[config.mk]
export PLATFORM = sky130hd
export DESIGN_NAME = modbus_rtu_request_framer
export DESIGN_NICKNAME = d
export VERILOG_FILES = /design/src/sv/mrtu_pkg.sv /design/src/sv/mrtu_front.sv /design/src/sv/mrtu_queue.sv /design/src/sv/mrtu_back.sv /design/src/sv/modbus_rtu_request_framer.sv
export SDC_FILE = /design/constraint.sdc
export NUM_CORES = 1
export LEC_CHECK = 0
export BUFFER_PORTS_ARGS = -buffer_cell sky130_fd_sc_hd__buf_2
export CORE_AREA = 2 2 176 178
export DETAILED_ROUTE_END_ITERATION = 10
export DIE_AREA = 0 0 178 180
export GPL_TIMING_DRIVEN = 1
export SLEW_MARGIN = 0
export SYNTH_ARGS = -nofsm -noshare
export SYNTH_HDL_FRONTEND = slang
export SYNTH_SLANG_ARGS = --single-unit
[constraint.sdc]
create_clock -name clk -period 7.35 [get_ports clk]
set_clock_uncertainty 0.05 [all_clocks]
set_input_delay 0.3675 -clock clk [delete_from_list [all_inputs] [get_ports clk]]
set_output_delay 0.3675 -clock clk [all_outputs]
set_load 0.05 [all_outputs]
[src/sv/mrtu_pkg.sv]
// Shared types, constants and the CRC-16/MODBUS byte step for the RTU request framer.
// No dependencies; every other file of the framer but mrtu_checker imports this package.
package mrtu_pkg;

  localparam int QUEUE_DEPTH = 2;

  localparam int IN_DATA_W  = 72;
  localparam int OUT_DATA_W = 16;

  localparam logic [1:0] PH_IDLE  = 2'd0;
  localparam logic [1:0] PH_WORDS = 2'd1;
  localparam logic [1:0] PH_COILS = 2'd2;

  localparam logic [2:0] ERR_NONE  = 3'd0;
  localparam logic [2:0] ERR_SLAVE = 3'd1;
  localparam logic [2:0] ERR_FUNC  = 3'd2;
  localparam logic [2:0] ERR_QUANT = 3'd3;
  localparam logic [2:0] ERR_ADDR  = 3'd4;
  localparam logic [2:0] ERR_COIL  = 3'd5;
  localparam logic [2:0] ERR_COUNT = 3'd6;
  localparam logic [2:0] ERR_NOREQ = 3'd7;

  localparam logic [7:0] FC_RD_COILS     = 8'd1;
  localparam logic [7:0] FC_RD_INPUTS    = 8'd2;
  localparam logic [7:0] FC_RD_HOLDING   = 8'd3;
  localparam logic [7:0] FC_RD_INPUT_REG = 8'd4;
  localparam logic [7:0] FC_WR_COIL      = 8'd5;
  localparam logic [7:0] FC_WR_REG       = 8'd6;
  localparam logic [7:0] FC_WR_COILS     = 8'd15;
  localparam logic [7:0] FC_WR_REGS      = 8'd16;

  localparam logic [7:0]  SLAVE_MAX      = 8'd247;
  localparam logic [15:0] QMAX_BITS      = 16'd2000;
  localparam logic [15:0] QMAX_REGS      = 16'd125;
  localparam logic [15:0] QMAX_WR_COILS  = 16'd1968;
  localparam logic [15:0] QMAX_WR_REGS   = 16'd123;
  localparam logic [15:0] COIL_ON        = 16'hFF00;
  localparam logic [15:0] COIL_OFF       = 16'h0000;
  localparam logic [4:0]  COIL_CNT_MAX   = 5'd16;
  localparam logic [15:0] CRC_INIT       = 16'hFFFF;
  localparam logic [15:0] CRC_POLY       = 16'hA001;

  typedef struct packed {
    logic        operation;
    logic [7:0]  slave;
    logic [7:0]  function_code;
    logic [15:0] start_address;
    logic [15:0] quantity_or_value;
    logic [15:0] data_value;
    logic [4:0]  coil_count;
    logic        last_data;
  } in_item_t;

  // One command for the byte sequencer: up to seven frame bytes, optional
  // CRC trailer, or a single error result when err is nonzero.
  typedef struct packed {
    logic [2:0]      err;
    logic            reset_crc;
    logic            append_crc;
    logic [2:0]      nbytes;
    logic [6:0][7:0] bytes;
  } cmd_t;

  function automatic logic [15:0] crc_byte(input logic [15:0] crc, input logic [7:0] b);
    logic [15:0] c;
    c = crc ^ {8'h00, b};
    for (int i = 0; i < 8; i++) begin
      c = c[0] ? ((c >> 1) ^ CRC_POLY) : (c >> 1);
    end
    return c;
  endfunction

endpackage

[src/sv/mrtu_front.sv]
// Front end of the RTU request framer: accepts requests, runs the header checks,
// tracks the open request and packs coils, then pushes byte commands. Uses mrtu_pkg.
module mrtu_front (
  input  logic              clk,
  input  logic              rst,
  input  logic              in_valid,
  output logic              in_ready,
  input  mrtu_pkg::in_item_t in_item,
  input  logic              q_full,
  output logic              push,
  output mrtu_pkg::cmd_t    cmd
);
  import mrtu_pkg::*;

  logic [1:0]  phase, phase_next;
  logic [10:0] items_left, items_left_next;
  logic [7:0]  coil_acc, coil_acc_next;
  logic [2:0]  coil_fill, coil_fill_next;
  logic        accept;
  logic        emit;

  logic [15:0] qmax;
  logic        fc_ok;
  logic [16:0] addr_sum;
  logic [16:0] q_plus7;
  logic [4:0]  cnt_sat;
  logic [16:0] mask;
  logic [15:0] data_m;
  logic [23:0] packed_bits;
  logic [4:0]  total_bits;
  logic [1:0]  full_bytes;
  logic [2:0]  fill_new;
  logic        extra_byte;
  logic [10:0] cnt_ext;

  assign in_ready = !q_full;
  assign accept   = in_valid && !q_full;
  assign push     = accept && emit;

  always_comb begin
    qmax  = '0;
    fc_ok = 1'b1;
    unique case (in_item.function_code)
      FC_RD_COILS, FC_RD_INPUTS:     qmax = QMAX_BITS;
      FC_RD_HOLDING, FC_RD_INPUT_REG: qmax = QMAX_REGS;
      FC_WR_COILS:                   qmax = QMAX_WR_COILS;
      FC_WR_REGS:                    qmax = QMAX_WR_REGS;
      FC_WR_COIL, FC_WR_REG:         qmax = '0;
      default:                       fc_ok = 1'b0;
    endcase
  end

  assign addr_sum = {1'b0, in_item.start_address} + {1'b0, in_item.quantity_or_value};
  assign q_plus7  = {1'b0, in_item.quantity_or_value} + 17'd7;

  // Coil packing: new bits land above the fill already held in the accumulator.
  assign cnt_sat     = (in_item.coil_count > COIL_CNT_MAX) ? COIL_CNT_MAX : in_item.coil_count;
  assign mask        = (17'd1 << cnt_sat) - 17'd1;
  assign data_m      = in_item.data_value & mask[15:0];
  assign packed_bits = {16'h0000, coil_acc} | ({8'h00, data_m} << coil_fill);
  assign total_bits  = {2'b00, coil_fill} + cnt_sat;
  assign full_bytes  = total_bits[4:3];
  assign fill_new    = total_bits[2:0];
  assign extra_byte  = in_item.last_data && (fill_new != 3'd0);
  assign cnt_ext     = {6'b0, cnt_sat};

  always_comb begin
    phase_next      = phase;
    items_left_next = items_left;
    coil_acc_next   = coil_acc;
    coil_fill_next  = coil_fill;
    emit            = 1'b0;
    cmd             = '0;
    if (!in_item.operation) begin
      phase_next      = PH_IDLE;
      items_left_next = '0;
      coil_acc_next   = '0;
      coil_fill_next  = '0;
      emit            = 1'b1;
      priority if (in_item.slave == 8'd0 || in_item.slave > SLAVE_MAX) begin
        cmd.err = ERR_SLAVE;
      end else if (!fc_ok) begin
        cmd.err = ERR_FUNC;
      end else if (qmax != 16'd0 &&
                   (in_item.quantity_or_value == 16'd0 || in_item.quantity_or_value > qmax)) begin
        cmd.err = ERR_QUANT;
      end else if (qmax != 16'd0 && addr_sum > 17'h10000) begin
        cmd.err = ERR_ADDR;
      end else if (in_item.function_code == FC_WR_COIL &&
                   in_item.quantity_or_value != COIL_ON &&
                   in_item.quantity_or_value != COIL_OFF) begin
        cmd.err = ERR_COIL;
      end else begin
        cmd.reset_crc = 1'b1;
        cmd.bytes[0]  = in_item.slave;
        cmd.bytes[1]  = in_item.function_code;
        cmd.bytes[2]  = in_item.start_address[15:8];
        cmd.bytes[3]  = in_item.start_address[7:0];
        cmd.bytes[4]  = in_item.quantity_or_value[15:8];
        cmd.bytes[5]  = in_item.quantity_or_value[7:0];
        if (in_item.function_code == FC_WR_COILS) begin
          cmd.bytes[6]    = q_plus7[10:3];
          cmd.nbytes      = 3'd7;
          phase_next      = PH_COILS;
          items_left_next = in_item.quantity_or_value[10:0];
        end else if (in_item.function_code == FC_WR_REGS) begin
          cmd.bytes[6]    = {in_item.quantity_or_value[6:0], 1'b0};
          cmd.nbytes      = 3'd7;
          phase_next      = PH_WORDS;
          items_left_next = in_item.quantity_or_value[10:0];
        end else begin
          cmd.nbytes     = 3'd6;
          cmd.append_crc = 1'b1;
        end
      end
    end else begin
      unique case (phase)
        PH_WORDS: begin
          emit = 1'b1;
          if (items_left == 11'd0 || (in_item.last_data && items_left != 11'd1)) begin
            cmd.err         = ERR_COUNT;
            phase_next      = PH_IDLE;
            items_left_next = '0;
          end else begin
            cmd.bytes[0]    = in_item.data_value[15:8];
            cmd.bytes[1]    = in_item.data_value[7:0];
            cmd.nbytes      = 3'd2;
            cmd.append_crc  = in_item.last_data;
            items_left_next = items_left - 11'd1;
            if (in_item.last_data) begin
              phase_next = PH_IDLE;
            end
          end
        end
        PH_COILS: begin
          if (cnt_ext > items_left || (in_item.last_data && cnt_ext != items_left)) begin
            emit            = 1'b1;
            cmd.err         = ERR_COUNT;
            phase_next      = PH_IDLE;
            items_left_next = '0;
            coil_acc_next   = '0;
            coil_fill_next  = '0;
          end else begin
            cmd.bytes[0]   = packed_bits[7:0];
            cmd.bytes[1]   = packed_bits[15:8];
            cmd.bytes[2]   = packed_bits[23:16];
            cmd.nbytes     = {1'b0, full_bytes} + {2'b00, extra_byte};
            cmd.append_crc = in_item.last_data;
            emit           = (full_bytes != 2'd0) || in_item.last_data;
            if (in_item.last_data) begin
              phase_next      = PH_IDLE;
              items_left_next = '0;
              coil_acc_next   = '0;
              coil_fill_next  = '0;
            end else begin
              items_left_next = items_left - cnt_ext;
              coil_acc_next   = 8'(packed_bits >> {full_bytes, 3'b000});
              coil_fill_next  = fill_new;
            end
          end
        end
        default: begin
          emit    = 1'b1;
          cmd.err = ERR_NOREQ;
        end
      endcase
    end
  end

  always_ff @(posedge clk) begin
    if (rst) begin
      phase      <= PH_IDLE;
      items_left <= '0;
      coil_acc   <= '0;
      coil_fill  <= '0;
    end else if (accept) begin
      phase      <= phase_next;
      items_left <= items_left_next;
      coil_acc   <= coil_acc_next;
      coil_fill  <= coil_fill_next;
    end
  end

endmodule

[src/sv/mrtu_queue.sv]
// Short command queue between the framer's front end and its byte sequencer.
// Circular buffer of mrtu_pkg::cmd_t entries; depth is a parameter.
module mrtu_queue #(
  parameter int DEPTH = mrtu_pkg::QUEUE_DEPTH
) (
  input  logic           clk,
  input  logic           rst,
  input  logic           push,
  input  mrtu_pkg::cmd_t push_cmd,
  output logic           full,
  input  logic           pop,
  output logic           not_empty,
  output mrtu_pkg::cmd_t head
);
  import mrtu_pkg::*;

  localparam int PW = (DEPTH > 1) ? $clog2(DEPTH) : 1;
  localparam int CW = $clog2(DEPTH + 1);

  cmd_t          entries [DEPTH];
  logic [PW-1:0] wr_ptr;
  logic [PW-1:0] rd_ptr;
  logic [CW-1:0] count;
  logic          do_push;
  logic          do_pop;

  assign full      = (count == CW'(DEPTH));
  assign not_empty = (count != '0);
  assign head      = entries[rd_ptr];
  assign do_push   = push && !full;
  assign do_pop    = pop && not_empty;

  always_ff @(posedge clk) begin
    if (do_push) begin
      entries[wr_ptr] <= push_cmd;
    end
  end

  always_ff @(posedge clk) begin
    if (rst) begin
      wr_ptr <= '0;
      rd_ptr <= '0;
      count  <= '0;
    end else begin
      if (do_push) begin
        wr_ptr <= (wr_ptr == PW'(DEPTH - 1)) ? '0 : wr_ptr + PW'(1);
      end
      if (do_pop) begin
        rd_ptr <= (rd_ptr == PW'(DEPTH - 1)) ? '0 : rd_ptr + PW'(1);
      end
      if (do_push && !do_pop) begin
        count <= count + CW'(1);
      end else if (do_pop && !do_push) begin
        count <= count - CW'(1);
      end
    end
  end

endmodule

[src/sv/mrtu_back.sv]
// Byte sequencer of the RTU request framer: walks the head command one byte per cycle
// while out_ready is high, keeps the running CRC-16/MODBUS and appends it. Uses mrtu_pkg.
module mrtu_back (
  input  logic           clk,
  input  logic           rst,
  input  logic           not_empty,
  input  mrtu_pkg::cmd_t head,
  output logic           pop,
  output logic           out_valid,
  input  logic           out_ready,
  output logic [7:0]     frame_byte,
  output logic [2:0]     error_code,
  output logic           last_of_run,
  output logic           frame_done
);
  import mrtu_pkg::*;

  logic [2:0]  idx;
  logic [15:0] crc;
  logic [15:0] crc_in;
  logic [3:0]  total;
  logic        is_data;
  logic        take;

  assign out_valid = not_empty;
  assign take      = out_valid && out_ready;
  assign total     = (head.err != ERR_NONE) ? 4'd1
                   : ({1'b0, head.nbytes} + (head.append_crc ? 4'd2 : 4'd0));
  assign crc_in    = (head.reset_crc && idx == 3'd0) ? CRC_INIT : crc;
  assign last_of_run = ({1'b0, idx} == total - 4'd1);
  assign pop       = take && last_of_run;

  always_comb begin
    frame_byte = '0;
    error_code = head.err;
    frame_done = 1'b0;
    is_data    = 1'b0;
    if (head.err == ERR_NONE) begin
      if (idx < head.nbytes) begin
        frame_byte = head.bytes[idx];
        is_data    = 1'b1;
      end else if (idx == head.nbytes) begin
        frame_byte = crc_in[7:0];
      end else begin
        frame_byte = crc_in[15:8];
        frame_done = 1'b1;
      end
    end
  end

  always_ff @(posedge clk) begin
    if (rst) begin
      idx <= '0;
      crc <= CRC_INIT;
    end else if (take) begin
      idx <= last_of_run ? 3'd0 : idx + 3'd1;
      if (is_data) begin
        crc <= crc_byte(crc_in, frame_byte);
      end
    end
  end

endmodule

[src/sv/modbus_rtu_request_framer.sv]
// Modbus RTU request framer: one request item per cycle in while the command queue has
// room, one frame byte per cycle out while m_tready is high, CRC-16/MODBUS appended low
// byte first. Uses mrtu_pkg and its submodules.
// A user sees this: an input request is taken in the cycle it is offered as long
// as the command queue (QUEUE_DEPTH entries, two by default) has room, so requests
// may follow each other back to back. Each request produces zero to eight results,
// and the output byte sequencer delivers exactly one of them per cycle while
// m_tready is high. A request gives one result for an error, two for a register word
// (four when it closes the frame), up to eight for a complete read request. A header
// item with a bad slave, function, quantity, address range or single-coil value yields
// one error result and leaves no request open. No clearing pass follows reset; the
// queue is empty and s_tready is high once reset is released.
module modbus_rtu_request_framer #(
  parameter int QUEUE_DEPTH = mrtu_pkg::QUEUE_DEPTH
) (
  input  logic        clk,
  input  logic        rst,
  input  logic        s_tvalid,
  output logic        s_tready,
  // slave[7:0], function_code[15:8], start_address[31:16],
  // quantity_or_value[47:32], data_value[63:48], coil_count[68:64], zero [71:69]
  input  logic [71:0] s_tdata,
  input  logic        s_tuser,  // operation
  input  logic        s_tlast,  // last_data
  output logic        m_tvalid,
  input  logic        m_tready,
  // frame_byte[7:0], error_code[10:8], zero [15:11]
  output logic [15:0] m_tdata,
  output logic        m_tuser,  // last_of_run
  output logic        m_tlast   // frame_done
);
  import mrtu_pkg::*;

  in_item_t   in_item;
  cmd_t       push_cmd;
  cmd_t       head;
  logic       push;
  logic       q_full;
  logic       pop;
  logic       not_empty;
  logic [7:0] frame_byte;
  logic [2:0] error_code;

  assign in_item.operation         = s_tuser;
  assign in_item.slave             = s_tdata[7:0];
  assign in_item.function_code     = s_tdata[15:8];
  assign in_item.start_address     = s_tdata[31:16];
  assign in_item.quantity_or_value = s_tdata[47:32];
  assign in_item.data_value        = s_tdata[63:48];
  assign in_item.coil_count        = s_tdata[68:64];
  assign in_item.last_data         = s_tlast;

  mrtu_front u_front (
    .clk      (clk),
    .rst      (rst),
    .in_valid (s_tvalid),
    .in_ready (s_tready),
    .in_item  (in_item),
    .q_full   (q_full),
    .push     (push),
    .cmd      (push_cmd)
  );

  mrtu_queue #(
    .DEPTH (QUEUE_DEPTH)
  ) u_queue (
    .clk       (clk),
    .rst       (rst),
    .push      (push),
    .push_cmd  (push_cmd),
    .full      (q_full),
    .pop       (pop),
    .not_empty (not_empty),
    .head      (head)
  );

  mrtu_back u_back (
    .clk         (clk),
    .rst         (rst),
    .not_empty   (not_empty),
    .head        (head),
    .pop         (pop),
    .out_valid   (m_tvalid),
    .out_ready   (m_tready),
    .frame_byte  (frame_byte),
    .error_code  (error_code),
    .last_of_run (m_tuser),
    .frame_done  (m_tlast)
  );

  assign m_tdata = {5'b00000, error_code, frame_byte};

endmodule

==> run summary <==
The number of gates resized after CTS was 0. The number of I/O pins is 98. The met1 track demand over resource came out at 29.0%. The die outline height is 180 um.

After detailed routing, the number of vias per cell comes to 5.82. The core area is 0.0302 mm^2. The deepest clock path buffer count came out at 2. The layer with the highest usage after global routing is met2. The clock reaches the later pin of the worst-skew pair after 0.43 ns. The floorplan die width is 178 um. The total via count after detailed routing is about 9,600. The DRC violation count after routing is 0. Walking the worst path, the cells encountered are mux2i_1 -> ha_1 -> and3b_1 -> nor3_1 -> nand3_1 -> o311ai_1 -> xnor3_1 -> xnor2_2 -> xnor2_1 -> xnor2_1 -> nor2_1 -> a211o_1. Along the worst hold path, the cell count comes to 2.

The shortest clock period the worst path allows after layout came out at approximately 5 ns. The share of the synthesized area in the top cell type is 33.2%. The count of buffer and inverter cells on the critical path is 0. The count of flip-flops with a built-in enable after synthesis is 128.

The global-route wire length before repair came out at roughly 52 mm. The post-synthesis instance area is 0.0116 mm^2. The worst endpoint data arrival time came out at 5.18 ns. The share of total power consumed by net switching is 36.1%. The full die area is 0.0320 mm^2. The synthesized area per cell is 9.82 um^2.

The DRC violation total after the first TritonRoute iteration came out at 724. The number of port buffers is 89. The headroom to the max-slew limit is roughly 25%. The fraction of final layout cells with drive strength greater than 1 is 15.1%.

Based on the critical path, the design can be clocked at up to 204 MHz. The pin count of the biggest net entering global routing is 46. The max-slew violation count came out at 0. At the worst endpoint, the required time is about 7.6 ns. In the post-synthesis netlist, the biggest area contributors are sky130_fd_sc_hd__edfxtp_1 (33%), sky130_fd_sc_hd__dfxtp_1 (8.3%), sky130_fd_sc_hd__ha_1 (5.3%). The root cell of the clock tree is sky130_fd_sc_hd__clkbuf_16. The largest incremental delay on the critical path came out at 0.92 ns. The number of buffers inserted for hold repair after clock tree synthesis is 0. The initial core utilization came out at a little under two fifths. The routability-driven placement congestion ratio came out at ~0.94. The signed area change from the synthesized netlist to the final layout came out at 11.7%. The register area share after synthesis is 41.5%. The number of global-route vias before repair was 9,160.

Setup repair after global routing left no endpoint under its margin. The global route total overflow is 0. The internal power consumption came out at 0.00215 W. The combinational share of power is between 30% and 40%. The cell with the largest stage delay on the worst path is sky130_fd_sc_hd__dfxtp_2. The critical path runs through a total of 12 cells. The routed design has approximately 34 mm of wire. Global routing used ~2.5% of the available met3 tracks. The final worst hold slack is 0.256 ns. The worst setup path is of the register to register kind. The remaining antenna violation count after routing is 0.

The depth of the worst register-to-register path came out at 12. The average wire length per cell after detail routing came out at about 20 um. Among cell families on the critical path, the largest total delay comes from simple AND/OR/NAND/NOR gates. The first detailed-routing pass took 5 iterations.

The flip-flop and latch count after synthesis is 176. The max-cap check violation count came out at 0. The total number of clock tree sinks is 176. The met2 demand-to-capacity share in global routing came out at 33.9%. The final setup violation count is 0. The most frequent cell on the critical path is sky130_fd_sc_hd__xnor2_1. The relative contribution of sequential cells to total power came out at 38.7%. The launching element type of the critical path is a register. The total clock buffers created by CTS came out at 17.

The final-stage net count came out at 1,365. The number of H-tree levels is 4. The number of library cell types mapped by synthesis came out at just over 80.

The total half-perimeter wirelength after legalization and detailed placement came out at 25.1 mm. The worst ir drop on vdd came out at 0.000180 V. The Yosys step of the flow raised 0 warnings. Post-CTS timing repair inserted 0 buffers for setup.

The synthesized design spends more area on one cell type than any other, namely sky130_fd_sc_hd__edfxtp_1. The leakage power total came out at 4.94 nW. After synthesis, the share of flip-flops with an asynchronous set or reset is 0%.

The part of the total power dissipated in the clock network is 27.0%. The final non-filler cell total came out at between 1,500 and 2,000. The flow ran to the end, and the final reports show no timing, DRC or antenna violations. The initial antenna violation count came out at 0. The finished cells cover approximately 0.013 mm^2. The clock transition at the registers of the reported paths came out at 0.07 ns. After layout, the worst path uses 66.8% of the clock period. The antenna diode instance count is 0. The critical path endpoint category is a register. The maximum fanout along the worst path is 28. The placed instances occupy a cell area of 0.0123 mm^2.

The clock tree from TritonCTS is built. The number of fillers in the final layout is 2,952. The primary flip-flop cell chosen by synthesis mapping is sky130_fd_sc_hd__edfxtp_1.

The cell count after synthesis came out at 1,180. The power per unit of standard cell area came out at roughly 260 mW/mm^2. The switching component of the power is 0.00121 W.

The number of placed instances with taps included came out at 1,612. In the global route stage, overall resource usage came out at about a fifth. In this run the worst hold path is classified as primary input to register. The total number of placement rows is 64. For the pin with the worst max-slew slack, the measured transition is between 1 and 1.5 ns. The hold violation count in the final report is 0. The summed negative setup slack over all endpoints came out at 0 ns.
==> area by class of cell <==
cell class | instances | area (um^2) | share of cell area [%]
Clock inverter | 15 | 171 | 1.32
Clock buffer | 17 | 425 | 3.29
Inverter | 38 | 143 | 1.10
Tap cell | 396 | 495 | 3.83
Sequential cell | 176 | 4810 | 37.1
Multi-Input combinational cell | 900 | 6360 | 49.1
Timing Repair Buffer | 102 | 543 | 4.19
==> cells by family after synthesis <==
family	count (synthesis)	share of synthesized area [%]
muxes	80	9.02
buffers and inverters	108	3.97
other	1	0.0324
AOI/OAI and AO/OA	298	17.9
DFF	176	41.5
xor gates and xnor gates	59	4.89
and+or+nand+nor	406	16.9
adders and majority gates	52	5.81
==> routing by layer <==
metal	up-vias	wire length, um
met5	-	0
met2	347	15700
li1	4548	-
met4	0	1290
met3	68	1670
met1	4597	15000
==> power by group through the flow <==
stage | clock [W] | combinational [W] | sequential, W
floorplan | 0 | 0.000910 | 0.00128
global placement | 0 | 0.00115 | 0.00132
detailed placement | 0 | 0.00116 | 0.00132
CTS | 0.000925 | 0.00117 | 0.00130
global route | 0.000966 | 0.00126 | 0.00132
finish | 0.000906 | 0.00116 | 0.00130
==> final timing paths <==
kind                                 end  slack [ns]           startpoint
hold / removal    u_queue.entries[0][31]        0.26          s_tdata[23]
setup reg to reg          u_back.crc[14]        2.44             register
setup / recovery          u_back.crc[14]        2.44             register
hold reg to reg      u_front.coil_acc[7]        0.44  u_front.coil_acc[7]
==> cells in the final DEF, fill, tap and decap left out, drive strengths merged, types with 39 or more instances in the layout <==
cell / n
ha: 49
xnor2: 39
edfxtp: 128
nor2: 134
dfxtp: 48
o21ai: 65
mux2i: 50
buf: 102
a21oi: 56
nand2: 86
inv: 41
==> sequential cells by signal (all words and copies together) (netlist names), named ones only <==
register and cells:
u_front.phase 2, u_queue.entries 128, u_front.coil_acc 8, u_front.coil_fill 3
u_front.items_left 11, u_back.idx 3, u_queue.rd_ptr 1, u_back.crc 16
u_queue.wr_ptr 1, u_queue.count 2
==> cells in the mapped netlist (all sizes together), types with 8 or more instances <==
library cell / count
o21bai: 8
a21o: 14
a221oi: 12
nor2b: 13
a221o: 12
edfxtp: 128
and3: 35
nor2: 134
o211ai: 8
nor3: 32
a211o: 8
o21ai: 65
nand4: 18
a31oi: 18
clkbuf: 52
nand3: 28
nand2: 86
a22oi: 17
xnor2: 39
mux2: 13
xor2: 17
a22o: 8
nand2b: 13
mux2i: 50
o21a: 12
a21oi: 56
a211oi: 13
dfxtp: 48
buf: 18
mux4: 17
inv: 35
ha: 49
==> per-stage QoR <==
step                worst slack, ns  utilization (%)  power, W
finish                         2.44             42.9   0.00336
global route                   2.16             42.9   0.00355
CTS                            2.47             42.9   0.00339
detailed placement             2.53             40.9   0.00248
global placement               2.62             40.9   0.00247
floorplan                      1.81                -   0.00219
(Power assumes the default switching activity.)
